$ cat config.mk
export PLATFORM = sky130hd
export DESIGN_NAME = countdown_timer_digit_entry_top_flat
export DESIGN_NICKNAME = d
export VERILOG_FILES = /design/src/cdt_pkg.sv /design/src/cdt_if.sv /design/src/countdown_timer_digit_entry_top.sv /design/src/flat_wrapper.sv
export SDC_FILE = /design/constraint.sdc
export NUM_CORES = 1
export LEC_CHECK = 0
export ABC_AREA = 1
export BUFFER_PORTS_ARGS = -buffer_cell sky130_fd_sc_hd__clkbuf_2
export CORE_AREA = 2 2 132 134
export DETAILED_ROUTE_END_ITERATION = 8
export DIE_AREA = 0 0 134 136
export GPL_ROUTABILITY_DRIVEN = 0
export PLACE_DENSITY = 0.84
export SLEW_MARGIN = 5
export SYNTH_ARGS = -nofsm -noshare
export SYNTH_HDL_FRONTEND = slang
export SYNTH_SLANG_ARGS = --single-unit
$ cat constraint.sdc
create_clock -name clk -period 3.6 [get_ports clk]
set_input_delay 0.72 -clock clk [delete_from_list [all_inputs] [get_ports clk]]
set_output_delay 0.72 -clock clk [all_outputs]
set_load 0.03 [all_outputs]
$ cat src/cdt_pkg.sv
`timescale 1ns / 1ps

package cdt_pkg;

  // Operation codes of a command word
  typedef logic [1:0] op_t;
  localparam op_t OP_TICK   = 2'd0;
  localparam op_t OP_DIGIT  = 2'd1;
  localparam op_t OP_BACK   = 2'd2;
  localparam op_t OP_TOGGLE = 2'd3;

  // Register indexes on the configuration port
  localparam int CFG_INDEX_W = 1;
  typedef logic [CFG_INDEX_W-1:0] cfg_index_t;
  localparam cfg_index_t REG_TICKS_PER_SECOND = 1'd0;
  localparam cfg_index_t REG_ALARM_HOLD_TICKS = 1'd1;

  localparam int CFG_DATA_W = 16;
  localparam logic [CFG_DATA_W-1:0] TICKS_PER_SECOND_RESET = 16'd1000;
  localparam logic [CFG_DATA_W-1:0] ALARM_HOLD_TICKS_RESET = 16'd1000;

  // Field widths
  localparam int DIGIT_W  = 4;
  localparam int VALUE_W  = 10;
  localparam int COUNT_W  = 2;
  localparam int TICK_W   = 16;

  // Entry limits
  localparam int MAX_ENTRY_DIGITS = 3;
  localparam int DIGIT_CNT_W      = $clog2(MAX_ENTRY_DIGITS + 1);
  localparam logic [VALUE_W-1:0] VALUE_MAX = {VALUE_W{1'b1}};
  localparam logic [DIGIT_W-1:0] DIGIT_MAX = 4'd9;

  // value * 10 + digit fits in this many bits
  localparam int PROD_W = VALUE_W + 4;

  // x / 10 == (x * 205) >> 11 for every 10-bit x
  localparam int DIV10_MUL_W = 8;
  localparam logic [DIV10_MUL_W-1:0] DIV10_MUL = 8'd205;
  localparam int DIV10_SHIFT = 11;

  typedef logic [DIGIT_W-1:0]     digit_t;
  typedef logic [VALUE_W-1:0]     value_t;
  typedef logic [COUNT_W-1:0]     count_t;
  typedef logic [TICK_W-1:0]      tick_t;
  typedef logic [DIGIT_CNT_W-1:0] digit_cnt_t;

endpackage

$ cat src/cdt_if.sv
`timescale 1ns / 1ps

// Command channel: one keypad or tick word
interface cdt_cmd_if;
  logic           valid;
  logic           ready;
  cdt_pkg::op_t   operation;
  cdt_pkg::digit_t digit_value;

  modport source (output valid, output operation, output digit_value, input ready);
  modport sink   (input valid, input operation, input digit_value, output ready);
endinterface

// Status channel: one display word per command
interface cdt_stat_if;
  logic            valid;
  logic            ready;
  cdt_pkg::value_t shown_seconds;
  cdt_pkg::count_t entered_digit_count;
  logic            is_running;
  logic            times_up;

  modport source (output valid, output shown_seconds, output entered_digit_count,
                  output is_running, output times_up, input ready);
  modport sink   (input valid, input shown_seconds, input entered_digit_count,
                  input is_running, input times_up, output ready);
endinterface

$ cat src/countdown_timer_digit_entry_top.sv
`timescale 1ns / 1ps

// Channel   Dir  Handshake      Word
// cmd       in   valid/ready    operation, digit_value
// status    out  valid/ready    shown_seconds, entered_digit_count, is_running, times_up
// cfg       in   cfg_we only    cfg_index, cfg_data (0 ticks/second, 1 alarm hold ticks)
//
// Two register stages: command register, then status register; one word per cycle while status is not stalled.
// An accepted command passes through the command register, then the status register, to status valid.
// Timer state updates as a word moves from the command register into the status register.
// A stalled status word holds the pipe; cmd.ready stays high while any stage is free.
// Synchronous reset clears timer state and loads both config registers with 1000.

module countdown_timer_digit_entry_top (
  input  logic                         clk,
  input  logic                         rst,
  cdt_cmd_if.sink                      cmd,
  cdt_stat_if.source                   status,
  input  logic                         cfg_we,
  input  cdt_pkg::cfg_index_t          cfg_index,
  input  logic [cdt_pkg::CFG_DATA_W-1:0] cfg_data
);

  // Configuration registers
  cdt_pkg::tick_t ticks_per_second;
  cdt_pkg::tick_t alarm_hold_ticks;

  always_ff @(posedge clk) begin
    if (rst) begin
      ticks_per_second <= cdt_pkg::TICKS_PER_SECOND_RESET;
      alarm_hold_ticks <= cdt_pkg::ALARM_HOLD_TICKS_RESET;
    end else if (cfg_we) begin
      case (cfg_index)
        cdt_pkg::REG_TICKS_PER_SECOND: ticks_per_second <= cfg_data;
        cdt_pkg::REG_ALARM_HOLD_TICKS: alarm_hold_ticks <= cfg_data;
        default: ;
      endcase
    end
  end

  // Command register
  logic            in_valid;
  cdt_pkg::op_t    op_q;
  cdt_pkg::digit_t dig_q;
  logic            out_valid;
  logic            advance;

  assign advance   = in_valid && (!out_valid || status.ready);
  assign cmd.ready = !in_valid || advance;

  always_ff @(posedge clk) begin
    if (rst) begin
      in_valid <= 1'b0;
    end else if (cmd.ready) begin
      in_valid <= cmd.valid;
    end
  end

  always_ff @(posedge clk) begin
    if (cmd.valid && cmd.ready) begin
      op_q  <= cmd.operation;
      dig_q <= cmd.digit_value;
    end
  end

  // Timer state
  cdt_pkg::value_t     entered_value, entered_value_next;
  cdt_pkg::digit_cnt_t digit_counter, digit_counter_next;
  logic                running_flag, running_flag_next;
  cdt_pkg::value_t     remaining_seconds, remaining_seconds_next;
  cdt_pkg::tick_t      subsecond_ticks, subsecond_ticks_next;
  logic                alarm_flag, alarm_flag_next;
  cdt_pkg::tick_t      alarm_ticks, alarm_ticks_next;

  // Digit append, backspace and tick increment datapath
  logic [cdt_pkg::PROD_W-1:0] append_sum;
  logic [cdt_pkg::VALUE_W+cdt_pkg::DIV10_MUL_W-1:0] div_prod;
  cdt_pkg::value_t            value_div10;
  cdt_pkg::tick_t             sub_inc;
  cdt_pkg::tick_t             alarm_inc;

  always_comb begin
    append_sum = ({4'd0, entered_value} << 3) + ({4'd0, entered_value} << 1)
               + cdt_pkg::PROD_W'(dig_q);
    div_prod    = (cdt_pkg::VALUE_W + cdt_pkg::DIV10_MUL_W)'(entered_value)
                * (cdt_pkg::VALUE_W + cdt_pkg::DIV10_MUL_W)'(cdt_pkg::DIV10_MUL);
    value_div10 = cdt_pkg::VALUE_W'(div_prod >> cdt_pkg::DIV10_SHIFT);
    sub_inc     = subsecond_ticks + 16'd1;
    alarm_inc   = alarm_ticks + 16'd1;
  end

  // Next state for the word in the command register
  always_comb begin
    entered_value_next     = entered_value;
    digit_counter_next     = digit_counter;
    running_flag_next      = running_flag;
    remaining_seconds_next = remaining_seconds;
    subsecond_ticks_next   = subsecond_ticks;
    alarm_flag_next        = alarm_flag;
    alarm_ticks_next       = alarm_ticks;
    case (op_q)
      cdt_pkg::OP_TICK: begin
        if (running_flag) begin
          subsecond_ticks_next = sub_inc;
          if (sub_inc >= ticks_per_second) begin
            subsecond_ticks_next = '0;
            if (remaining_seconds == '0) begin
              running_flag_next = 1'b0;
              alarm_flag_next   = 1'b1;
              alarm_ticks_next  = '0;
            end else begin
              remaining_seconds_next = remaining_seconds - 10'd1;
            end
          end
        end else if (alarm_flag) begin
          alarm_ticks_next = alarm_inc;
          if (alarm_inc >= alarm_hold_ticks) begin
            alarm_flag_next = 1'b0;
          end
        end
      end
      cdt_pkg::OP_DIGIT: begin
        if (!running_flag && dig_q <= cdt_pkg::DIGIT_MAX &&
            digit_counter < cdt_pkg::DIGIT_CNT_W'(cdt_pkg::MAX_ENTRY_DIGITS)) begin
          // saturate entries that overflow ten bits
          if (append_sum > cdt_pkg::PROD_W'(cdt_pkg::VALUE_MAX)) begin
            entered_value_next = cdt_pkg::VALUE_MAX;
          end else begin
            entered_value_next = append_sum[cdt_pkg::VALUE_W-1:0];
          end
          digit_counter_next = digit_counter + cdt_pkg::digit_cnt_t'(1);
        end
      end
      cdt_pkg::OP_BACK: begin
        if (!running_flag && digit_counter != '0) begin
          entered_value_next = value_div10;
          digit_counter_next = digit_counter - cdt_pkg::digit_cnt_t'(1);
        end
      end
      cdt_pkg::OP_TOGGLE: begin
        if (running_flag) begin
          running_flag_next = 1'b0;
        end else begin
          running_flag_next      = 1'b1;
          remaining_seconds_next = entered_value;
          subsecond_ticks_next   = '0;
          alarm_flag_next        = 1'b0;
          alarm_ticks_next       = '0;
        end
      end
      default: ;
    endcase
  end

  always_ff @(posedge clk) begin
    if (rst) begin
      entered_value     <= '0;
      digit_counter     <= '0;
      running_flag      <= 1'b0;
      remaining_seconds <= '0;
      subsecond_ticks   <= '0;
      alarm_flag        <= 1'b0;
      alarm_ticks       <= '0;
    end else if (advance) begin
      entered_value     <= entered_value_next;
      digit_counter     <= digit_counter_next;
      running_flag      <= running_flag_next;
      remaining_seconds <= remaining_seconds_next;
      subsecond_ticks   <= subsecond_ticks_next;
      alarm_flag        <= alarm_flag_next;
      alarm_ticks       <= alarm_ticks_next;
    end
  end

  // Status register
  logic [cdt_pkg::DIGIT_CNT_W+1:0] cnt_ext;
  cdt_pkg::count_t                 count_shown;

  always_comb begin
    cnt_ext = (cdt_pkg::DIGIT_CNT_W + 2)'(digit_counter_next);
    if (cnt_ext > (cdt_pkg::DIGIT_CNT_W + 2)'(3)) begin
      count_shown = 2'd3;
    end else begin
      count_shown = cnt_ext[cdt_pkg::COUNT_W-1:0];
    end
  end

  always_ff @(posedge clk) begin
    if (rst) begin
      out_valid <= 1'b0;
    end else if (advance) begin
      out_valid <= 1'b1;
    end else if (status.ready) begin
      out_valid <= 1'b0;
    end
  end

  always_ff @(posedge clk) begin
    if (advance) begin
      status.shown_seconds       <= running_flag_next ? remaining_seconds_next
                                                      : entered_value_next;
      status.entered_digit_count <= count_shown;
      status.is_running          <= running_flag_next;
      status.times_up            <= alarm_flag_next;
    end
  end

  assign status.valid = out_valid;

  // Checks
  a_run_alarm_exclusive: assert property (@(posedge clk) disable iff (rst)
    !(running_flag && alarm_flag))
    else $error("timer running with time's-up raised");

  a_count_limit: assert property (@(posedge clk) disable iff (rst)
    digit_counter <= cdt_pkg::DIGIT_CNT_W'(cdt_pkg::MAX_ENTRY_DIGITS))
    else $error("digit count beyond entry limit");

  a_empty_is_zero: assert property (@(posedge clk) disable iff (rst)
    digit_counter == '0 |-> entered_value == '0)
    else $error("empty entry holds a nonzero value");

  a_entry_frozen: assert property (@(posedge clk) disable iff (rst)
    running_flag |=> entered_value == $past(entered_value))
    else $error("entered value changed while running");

endmodule

$ cat src/flat_wrapper.sv
// flat-port wrapper written by rule: the top's interface ports become plain ports
module countdown_timer_digit_entry_top_flat 
  (clk, rst, cfg_we, cfg_index, cfg_data, cmd_valid, cmd_operation, cmd_digit_value, cmd_ready, status_valid, status_shown_seconds, status_entered_digit_count, status_is_running, status_times_up, status_ready);
  cdt_cmd_if cmd_i ();
  cdt_stat_if status_i ();
  input  logic clk;
  input  logic rst;
  input  logic cfg_we;
  input  cdt_pkg::cfg_index_t cfg_index;
  input  logic [cdt_pkg::CFG_DATA_W-1:0] cfg_data;
  input wire logic [$bits(cmd_i.valid)-1:0] cmd_valid;
  input wire logic [$bits(cmd_i.operation)-1:0] cmd_operation;
  input wire logic [$bits(cmd_i.digit_value)-1:0] cmd_digit_value;
  output wire logic [$bits(cmd_i.ready)-1:0] cmd_ready;
  output wire logic [$bits(status_i.valid)-1:0] status_valid;
  output wire logic [$bits(status_i.shown_seconds)-1:0] status_shown_seconds;
  output wire logic [$bits(status_i.entered_digit_count)-1:0] status_entered_digit_count;
  output wire logic [$bits(status_i.is_running)-1:0] status_is_running;
  output wire logic [$bits(status_i.times_up)-1:0] status_times_up;
  input wire logic [$bits(status_i.ready)-1:0] status_ready;
  assign cmd_i.valid = cmd_valid;
  assign cmd_i.operation = cmd_operation;
  assign cmd_i.digit_value = cmd_digit_value;
  assign cmd_ready = cmd_i.ready;
  assign status_valid = status_i.valid;
  assign status_shown_seconds = status_i.shown_seconds;
  assign status_entered_digit_count = status_i.entered_digit_count;
  assign status_is_running = status_i.is_running;
  assign status_times_up = status_i.times_up;
  assign status_i.ready = status_ready;
  countdown_timer_digit_entry_top u_core (.clk(clk), .rst(rst), .cmd(cmd_i), .status(status_i), .cfg_we(cfg_we), .cfg_index(cfg_index), .cfg_data(cfg_data));
endmodule
==> metrics.txt <==
status complete, but fails checks; failing checks negative setup slack; Comb pwr share between 30% and 40%; die width 134 um; TritonCTS clock tree built; Least-Margin Pin Slew ~0.9 ns; vias post-DR 9100; Worst EP arrival 4.06 ns; vias in the first global route approximately 8500; Achievable Freq approximately 250 MHz; fin worst setup slack -0.3344 ns; Critical Path RT ~3.7 ns; switching power 1.399 mW; Slew headroom around two fifths; Max Cap Viol 0; grt ovf 0; final setup vio count 14; Nets about 1500; Clock Tree Buf Depth 2; capturing point of the worst reg2reg path u_core.status.shown_seconds[6]; cts hold-fix bufs 0; Final Skew ~0.015 ns; crit path kind reg -> reg; setup tns final -3.058 ns; DRT Pass-1 Iters 6; Port Buf Inserts 43; Die Y ~140 um; Post-synth EDFFs 20; switching fraction of total power 37.31%; area grow syn2layout 16.90%; H-tree levels 3; Top cell by count, worst path nand2_1; sequential-to-total area share from yosys stat roughly a quarter; WHS Path Cells 2; Slowest-stage cell, CP fa_1; Post-route DRC 0; final count of hold timing violations 0; mean post-synth cell area 7.028 sq um; CP max stage delay slightly below 0.5 ns; startpoint types register; Initial Util between 50% and 60%; final worst-path cycle share 109.3%; Hold Path Origin u_core.alarm_hold_ticks[4]; DR vias/cell around 5.7; Endpoint, Worst Hold u_core.alarm_hold_ticks[4]; ys flop type dfxtp_1; post-synthesis cell area roughly 9000 sq um; DRT iter0 DRCs around 950; first-pass GRT wire length around 40 mm; power density cells around 350 nW/um^2; RSZ-0062 raised after global routing yes; Avg WL per Cell about 16 um; remaining antenna violation count after routing 0; R2R Path Start u_core.entered_value[5]; Crit Path Max Fanout 4; critical path, cell by cell ha_4 -> inv_2 -> buf_4 -> fa_1 -> inv_1 -> fa_1 -> ha_4 -> ha_1 -> buf_4 -> nand2_1 -> inv_1 -> nand3_1 -> nand3b_1 -> nand2_1 -> nand2_1 -> nand3_1 -> nand2_1 -> nand2_2 -> nand2_1 -> nand2_1 -> nand2_1; leakage approximately 5.3 nW; final hold slack about 0.46 ns; critical path endpoint category register; antenna violations before repair 0; clk_lat worst skew around 0.37 ns; Final HPWL DP between 15 and 20 mm; crit path buf inv count 5; Reg power frac a little over a third; routed wire length ~25 mm; FP Rows 48; total power approximately 3.7 mW; pre-CTS setup slack -0.2461 ns; Worst-path clk slew about 0.080 ns; layout cell share with drive strength beyond 1 15.93%; min cycle time layout between 3 and 4 ns; clock share of power between 20 and 30%; Core Footprint ~17000 sq um; die area around 18000 sq um; internal power about 2.4 mW; IR drop worst, VDD 321.5 uV; warning count from the yosys run 0; clock sinks 110; Synth async-reset ratio 0%; syn_nets around 1400; Max Transition Viols Final 0; Hold Crit Class reg -> reg; reg-to-reg slack, setup -0.33 ns; largest net degree at the start of global routing 52; reg2reg path depth 21; Top delay family on crit path adder cells; fill count around 1400; cts bufs inserted 9; FF+latch count, synth 110; placed inst area 9928 sq um; Root Buffer clkbuf_16; Global Route Usage Sum 26.84%; antenna cells 0; synth unique cells between 40 and 50; Mapped Cells around 1300; I/O pin total 44; Design Area, Final roughly 11000 sq um
==> layout make-up <==
type | instances | area [sq um] | share of cell area [%]
Multi-Input combinational cell | 927 | 6015 | 56.93
Sequential cell | 110 | 2426 | 22.96
Inverter | 213 | 804.5 | 7.615
Timing Repair Buffer | 109 | 726.9 | 6.881
Tap cell | 225 | 281.5 | 2.665
Clock buffer | 10 | 250.2 | 2.369
Clock inverter | 6 | 61.31 | 0.5803
==> flip-flops by register name (all words and copies together) (netlist names) <==
| register | count |
|---|---|
| u_core.alarm_hold_ticks | 16 |
| u_core.alarm_ticks | 16 |
| u_core.subsecond_ticks | 16 |
| u_core.ticks_per_second | 16 |
| u_core.entered_value | 10 |
| u_core.remaining_seconds | 10 |
| u_core.status.shown_seconds | 10 |
| u_core.dig_q | 4 |
| u_core.digit_counter | 2 |
| u_core.op_q | 2 |
| u_core.status.entered_digit_count | 2 |
| u_core.alarm_flag | 1 |
| u_core.in_valid | 1 |
| u_core.running_flag | 1 |
| u_core.status.is_running | 1 |
| u_core.status.times_up | 1 |
| u_core.status.valid | 1 |
==> repair_timing <==
action,in CTS,in global routing
pin swaps,13,30
resized for setup,17,52
endpoints found under the setup margin,14,59
buffers inserted,3,3
==> layer usage <==
metal  global-route usage, %  wire (um)  up-vias
met5                       0          0        -
met4                   10.76       1172        0
li1                        -          -     4417
met1                   31.92       9961     4162
met3                   4.288       1853       95
met2                   48.32      12020      426
==> worst max path at each step <==
stage                                                end  depth (start not counted)                     from  slack, ns
after CTS                 u_core.status.shown_seconds[6]                         21  u_core.entered_value[3]      -0.17
after floorplan           u_core.status.shown_seconds[6]                         21  u_core.entered_value[3]       0.01
after global routing      u_core.status.shown_seconds[6]                         21  u_core.entered_value[4]      -0.48
final                     u_core.status.shown_seconds[6]                         21  u_core.entered_value[5]      -0.33
after global placement           u_core.entered_value[2]                         19  u_core.entered_value[6]      -0.16
after detailed placement         u_core.entered_value[2]                         19  u_core.entered_value[2]      -0.25
==> synthesized netlist by cell type (10+ instances only) <==
library cell | number | area, sq um
a21oi_1 | 125 | 625.6
inv_1 | 204 | 765.7
ha_1 | 109 | 1364
dfxtp_1 | 90 | 1802
fa_1 | 19 | 380.4
o211ai_1 | 15 | 112.6
xor2_1 | 25 | 219.0
o21ai_0 | 54 | 270.3
nand3_1 | 94 | 470.5
a22oi_1 | 10 | 75.07
nor2_1 | 72 | 270.3
nand4_1 | 41 | 256.5
nor3_1 | 15 | 75.07
edfxtp_1 | 20 | 600.6
nand2_1 | 299 | 1122
clkbuf_1 | 27 | 101.4
==> per-stage QoR <==
step | util (%) | std cells
final | 62.60 | 1600
after global routing | 62.60 | 1600
after CTS | 61.21 | 1597
after detailed placement | 58.83 | 1578
after global placement | 58.83 | 1578
after floorplan | - | 1286
==> worst register-to-register path, delay by kind of cell, from the launching register on <==
kind,cells,cell delay (ns)
buffers and inverters,5,0.50
adder cells (fa/ha/maj),5,1.77
AND/OR/NAND/NOR,11,1.03
flip-flops,1,0.38
==> logic make-up (layout without fill, tap and decap cells) <==
kind of cell	count (synthesis)	count (layout)	share of synthesized area, %
adder cells (fa/ha/maj)	128	128	19.30
AND/OR/NAND/NOR	544	544	26.36
XOR/XNOR	34	34	3.295
AO/OA/AOI/OAI	221	221	13.71
flip-flops	110	110	26.58
buffers and inverters	249	338	10.76
==> layout by cell type (no fill, tap or decap), types with 9 or more instances in the layout <==
master	instances
clkbuf_16	10
xnor2_1	9
ha_1	96
o211ai_1	15
edfxtp_1	20
inv_1	195
nand4_1	41
nand3_1	88
nand2_1	290
dfxtp_1	81
clkbuf_2	43
o21ai_0	49
inv_2	12
nand2_2	11
a21oi_2	10
a22oi_1	10
buf_4	64
nor3_1	14
nor2_1	66
fa_1	19
ha_4	12
xor2_1	25
a21oi_1	112
==> power by group through the flow <==
stage                     Clock (mW)  Combinational, mW  Sequential [mW]
after global routing            1.10               1.46             1.37
after CTS                       1.06               1.20             1.36
final                           1.05               1.33             1.37
after floorplan                    0              0.774             1.41
after detailed placement           0               1.15             1.39
after global placement             0               1.12             1.39
Note: power is estimated with default switching activity, not from simulation.
